`src/sv/dmca_pkg.sv`:
```
`default_nettype none

package dmca_pkg;

	localparam int MEM_WORDS   = 1024;
	localparam int CACHE_WORDS = 64;
	localparam int BLOCK_WORDS = 4;
	localparam int NUM_LINES   = ((CACHE_WORDS / BLOCK_WORDS) > 0) ?
		(CACHE_WORDS / BLOCK_WORDS) : 1;
	localparam int DATA_WORDS  = NUM_LINES * BLOCK_WORDS;

	localparam int ADDR_W = $clog2(MEM_WORDS);
	localparam int OFF_W  = $clog2(BLOCK_WORDS);
	localparam int LINE_W = $clog2(NUM_LINES);
	localparam int TAG_W  = ADDR_W - OFF_W - LINE_W;
	localparam int SLOT_W = $clog2(DATA_WORDS);
	localparam int FCNT_W = $clog2(BLOCK_WORDS + 1);
	localparam int WORD_W = 32;

	localparam logic OP_READ  = 1'b0;
	localparam logic OP_WRITE = 1'b1;

	typedef struct packed {
		logic               op;
		logic [9:0]         address;
		logic signed [31:0] write_value;
	} dmca_in_t;

	typedef struct packed {
		logic               hit;
		logic [1:0]         word_offset;
		logic [3:0]         line_index;
		logic [3:0]         tag_value;
		logic signed [31:0] data_value;
	} dmca_out_t;

	typedef enum logic [2:0] {
		ST_INIT,
		ST_IDLE,
		ST_LOOKUP,
		ST_FILL,
		ST_ACCESS,
		ST_RESP
	} dmca_state_t;

	typedef struct packed {
		logic init_step;
		logic capture_in;
		logic lookup;
		logic fill_clear;
		logic fill_step;
		logic fill_done;
		logic access;
		logic load_out;
	} dmca_cmd_t;

	typedef struct packed {
		logic init_last;
		logic hit;
		logic fill_last;
	} dmca_status_t;

endpackage

`default_nettype wire

```
`src/sv/dmca_ctrl.sv`:
```
`default_nettype none

module dmca_ctrl (
	input  wire logic                  clk,
	input  wire logic                  arst_n,
	input  wire logic                  in_valid,
	output logic                       in_ready,
	output logic                       out_valid,
	input  wire logic                  out_ready,
	input  wire dmca_pkg::dmca_status_t status,
	output dmca_pkg::dmca_cmd_t        cmd
);

	dmca_pkg::dmca_state_t state_q;
	dmca_pkg::dmca_state_t state_d;
	logic                  out_valid_q;

	always_ff @(posedge clk or negedge arst_n) begin
		if (!arst_n) begin
			state_q     <= dmca_pkg::ST_INIT;
			out_valid_q <= 1'b0;
		end else begin
			state_q <= state_d;
			if (cmd.load_out) begin
				out_valid_q <= 1'b1;
			end else if (out_ready) begin
				out_valid_q <= 1'b0;
			end
		end
	end

	always_comb begin
		state_d  = state_q;
		cmd      = '0;
		in_ready = 1'b0;
		unique case (state_q)
			dmca_pkg::ST_INIT: begin
				cmd.init_step = 1'b1;
				if (status.init_last) begin
					state_d = dmca_pkg::ST_IDLE;
				end
			end
			dmca_pkg::ST_IDLE: begin
				in_ready = 1'b1;
				if (in_valid) begin
					cmd.capture_in = 1'b1;
					state_d        = dmca_pkg::ST_LOOKUP;
				end
			end
			dmca_pkg::ST_LOOKUP: begin
				cmd.lookup = 1'b1;
				if (status.hit) begin
					state_d = dmca_pkg::ST_ACCESS;
				end else begin
					cmd.fill_clear = 1'b1;
					state_d        = dmca_pkg::ST_FILL;
				end
			end
			dmca_pkg::ST_FILL: begin
				cmd.fill_step = 1'b1;
				if (status.fill_last) begin
					cmd.fill_done = 1'b1;
					state_d       = dmca_pkg::ST_ACCESS;
				end
			end
			dmca_pkg::ST_ACCESS: begin
				cmd.access = 1'b1;
				state_d    = dmca_pkg::ST_RESP;
			end
			dmca_pkg::ST_RESP: begin
				if (!out_valid_q || out_ready) begin
					cmd.load_out = 1'b1;
					state_d      = dmca_pkg::ST_IDLE;
				end
			end
			default: begin
				state_d = dmca_pkg::ST_INIT;
			end
		endcase
	end

	assign out_valid = out_valid_q;

endmodule

`default_nettype wire

```
`config.mk`:
```
export PLATFORM = sky130hd
export DESIGN_NAME = dmca_ctrl
export DESIGN_NICKNAME = d
export VERILOG_FILES = /design/src/sv/dmca_pkg.sv /design/src/sv/dmca_ctrl.sv
export SDC_FILE = /design/constraint.sdc
export NUM_CORES = 1
export LEC_CHECK = 0
export ABC_AREA = 1
export ABC_CLOCK_PERIOD_IN_PS = 1500
export BUFFER_PORTS_ARGS = -buffer_cell sky130_fd_sc_hd__buf_2
export CORE_AREA = 2 2 39 41
export CTS_CLUSTER_DIAMETER = 50
export DETAILED_ROUTE_END_ITERATION = 10
export DIE_AREA = 0 0 41 43
export SETUP_SLACK_MARGIN = 0.4
export SYNTH_ARGS = -nofsm -noshare
export SYNTH_HDL_FRONTEND = slang
export SYNTH_SLANG_ARGS = --single-unit
```
`constraint.sdc`:
```
create_clock -name clk -period 1.5 [get_ports clk]
set_clock_uncertainty 0.2 [all_clocks]
set_input_delay 0.075 -clock clk [delete_from_list [all_inputs] [get_ports clk]]
set_output_delay 0.075 -clock clk [all_outputs]
set_load 0.01 [all_outputs]
```
==> results.sh <==
export IMPL_ctsHoldBuffers=2
export IMPL_die_y_um=43
export IMPL_hold_slack_ns=-0.08626
export IMPL_fin_ws_ns=0.1037
export IMPL_grt_usage_pct=10.55
export IMPL_via_count=386
export IMPL_postRouteAntennaNets=0
export IMPL_p_seq_share_pct=25.4
export IMPL_switching_share_pct=48.11
export IMPL_path_class="reg -> out"
export IMPL_synth_adder_area_share_pct=0
export IMPL_die_w_um=41
export IMPL_fin_tns_setup_ns=0
export IMPL_end_kind="output pin"
export IMPL_ios=17
export IMPL_drt_iter0_drc=2
export IMPL_layout_drive_gt1_share_pct=61.84
export IMPL_internal_power_uw=533.3
export IMPL_cts_tree="yes"
export IMPL_seq_area_frac_synth_pct=33.06
export IMPL_gp_congestion=0.7519
export IMPL_powerDensity_nw_per_um2=1801
export IMPL_synthCells=51
export IMPL_cts_path_max_buffers=2
export IMPL_synthArstFlopShare_pct=100.0
export IMPL_synth_ff_type="dfrtp_1"
export IMPL_h_tree_depth=1
export IMPL_synthMuxAreaShare_pct=0
export IMPL_seqCellArea_um2=103.9
export IMPL_critPathMaxFanout=5
export IMPL_crit_path_start_kind="flip-flop"
export IMPL_min_period_over_period_pct=93.09
export IMPL_synth_cell_type_count=10
export IMPL_hpwl_um=574.4
export IMPL_cts_root_buf="clkbuf_4"
export IMPL_dieArea_um2=1763
export IMPL_wl_um=869
export IMPL_comb_power_share_pct=61.6
export IMPL_slew_viol_final=0
export IMPL_synth_area_top_cells="dfrtp_1 (33%), inv_1 (16%), nand2_1 (14%)"
export IMPL_final_nets=85
export IMPL_fin_crit_ns=1.396
export IMPL_cts_buffers=3
export IMPL_cp_arrival_ns=1.12
export IMPL_ys_top_cells_by_count="inv_1 (13), nand2_1 (11), nor2_1 (7)"
export IMPL_vdd_ir_drop_max_mv=0.6046
export IMPL_power_frac_clock_pct=12.9
export IMPL_clk_latency_ns=0.23
export IMPL_antenna_found_initial=0
export IMPL_floorplan_rows=14
export IMPL_syn_nets=58
export IMPL_grt_max_degree=8
export IMPL_wire_per_inst_um=9.446
export IMPL_leakage_nw=0.3249
export IMPL_synth_simple_area_share_pct=42.98
export IMPL_globalRouteOverflowTotal=0
export IMPL_grt_pass1_vias=352
export IMPL_synth_compound_area_share_pct=6.612
export IMPL_max_cap_violations=0
export IMPL_relSlewSlack_pct=82.34
export IMPL_dpl_worst_slack_ns=0.1693
export IMPL_rrSetupSlack_ns=0.17
export IMPL_violations="negative hold slack"
export IMPL_drtPass1Iterations=4
export IMPL_clk_pin_slew_ns=0.04
export IMPL_area_growth_pct=88.43
export IMPL_start_util_pct=21.88
export IMPL_yosys_warnings=0
export IMPL_grt_pass1_wl_um=1248
export IMPL_synth_seq_cells=4
export IMPL_numClockSinks=4
export IMPL_mappedNetlistArea_um2=302.8
export IMPL_hold_viol_final=2
export IMPL_fmax_mhz=716.2
export IMPL_drc=0
export IMPL_fill_cells=147
export IMPL_switchingPower_uw=494.3
export IMPL_yosysMostFrequentCell="inv_1"
export IMPL_fp_coreArea_um2=1384
export IMPL_finalSetupViolations=0
export IMPL_viasPerCell=4.196
export IMPL_synth_top_family_by_area="simple AND/OR/NAND/NOR gates"
export IMPL_port_buffers=16
export IMPL_stdcell_count=92
export IMPL_diodes=0
export IMPL_placedCellCount=83
export IMPL_worstPathRequired_ns=1.22
export IMPL_synth_edff_count=0
export IMPL_synth_xor_xnor_area_share_pct=0
export IMPL_avgSynthCellArea_um2=5.937
export IMPL_multi_input_area_um2=224.0
export IMPL_power_mw=1.028
export IMPL_synth_top_area_cell="dfrtp_1"
export IMPL_outcome="finished with violations"
export IMPL_hold_class="in -> reg"
export IMPL_grt_setup_unrepaired="true"
export IMPL_worst_pin_slew_ns=0.2649
export IMPL_synth_top_cell_area_share_pct=33.06
-- cell families after synthesis --
logic type,after synthesis
flops,4
buf+inv,14
compound gates,4
simple gates,29
-- worst max-delay path: stages (launching register included) --
cell and delay, ns:
dfrtp_2 0.46, inv_4 0.12, nand3_4 0.09, nor2_2 0.09
buf_2 0.13
-- stage by stage --
| stage | hold WS (ns) | area, um2 | util (%) |
|---|---|---|---|
| 4_1_cts | -0.1014 | 479.2 | 34.63 |
| 6_report | -0.08626 | 570.5 | 41.23 |
| 3_5_place_dp | -0.3092 | 402.9 | 29.11 |
| 3_3_place_gp | -0.3097 | 402.9 | 29.11 |
| 5_1_grt | -0.07343 | 570.5 | 41.23 |
| 2_1_floorplan | -0.4206 | 302.8 | - |
-- repair_timing --
action / 4_1_cts / 5_1_grt
buffers inserted: 2 / 2
hold endpoints to repair: 6 / 2
endpoints found under the setup margin: 12 / 12
gates resized for setup: 6 / 23
pin swaps: 3 / 3
cloned: 0 / 0
-- area by class of cell --
type,count,area share (%)
Timing Repair Buffer,22,25.00
Clock buffer,3,3.947
Multi-Input combinational cell,33,39.25
Tap cell,16,3.509
Sequential cell,4,18.20
Inverter,14,10.09
-- flip-flops by register name (all words and copies together) (netlist names) --
signal / count
state_q: 3
out_valid: 1
-- final timing paths --
kind | start | to | depth (start not counted)
max in group asynchronous | arst_n | state_q[2] | 3
worst min register to register | out_valid | out_valid | 2
worst max register to register | state_q[0] | state_q[0] | 6
worst min-delay path | status[0] | state_q[1] | 4
min in group asynchronous | arst_n | state_q[0] | 3
worst max-delay path | state_q[2] | cmd[6] | 4
-- layout by cell type, fill, tap and decap left out --
master	Yosys	layout
a21oi_2	0	1
buf_2	0	14
buf_4	0	4
buf_6	0	2
clkbuf_4	0	3
dfrtp_1	4	1
dfrtp_2	0	3
dlygate4sd3_1	0	2
inv_1	13	8
inv_2	1	4
inv_4	0	2
nand2_1	11	11
nand3_1	6	3
nand3_4	0	3
nand3b_1	1	1
nor2_2	4	8
nor2_4	0	3
o21ai_0	3	3
-- power groups by stage --
stage	Sequential (mW)	Clock, mW	Combinational, mW
after floorplan	0.195	0	0.291
after global placement	0.195	0	0.423
after detailed placement	0.198	0	0.427
after CTS	0.211	0.141	0.475
after global routing	0.268	0.150	0.708
final	0.262	0.133	0.633
-- metal layers --
metal / global-route usage (%) / share of wire (%) / up-vias
li1: - / - / 201
met1: 12.26 / 38 / 177
met2: 16.25 / 58 / 8
met3: 1.571 / 3.9 / 0
met4: 8.000 / 0 / 0
met5: 0 / 0 / -
(Power assumes the default switching activity.)
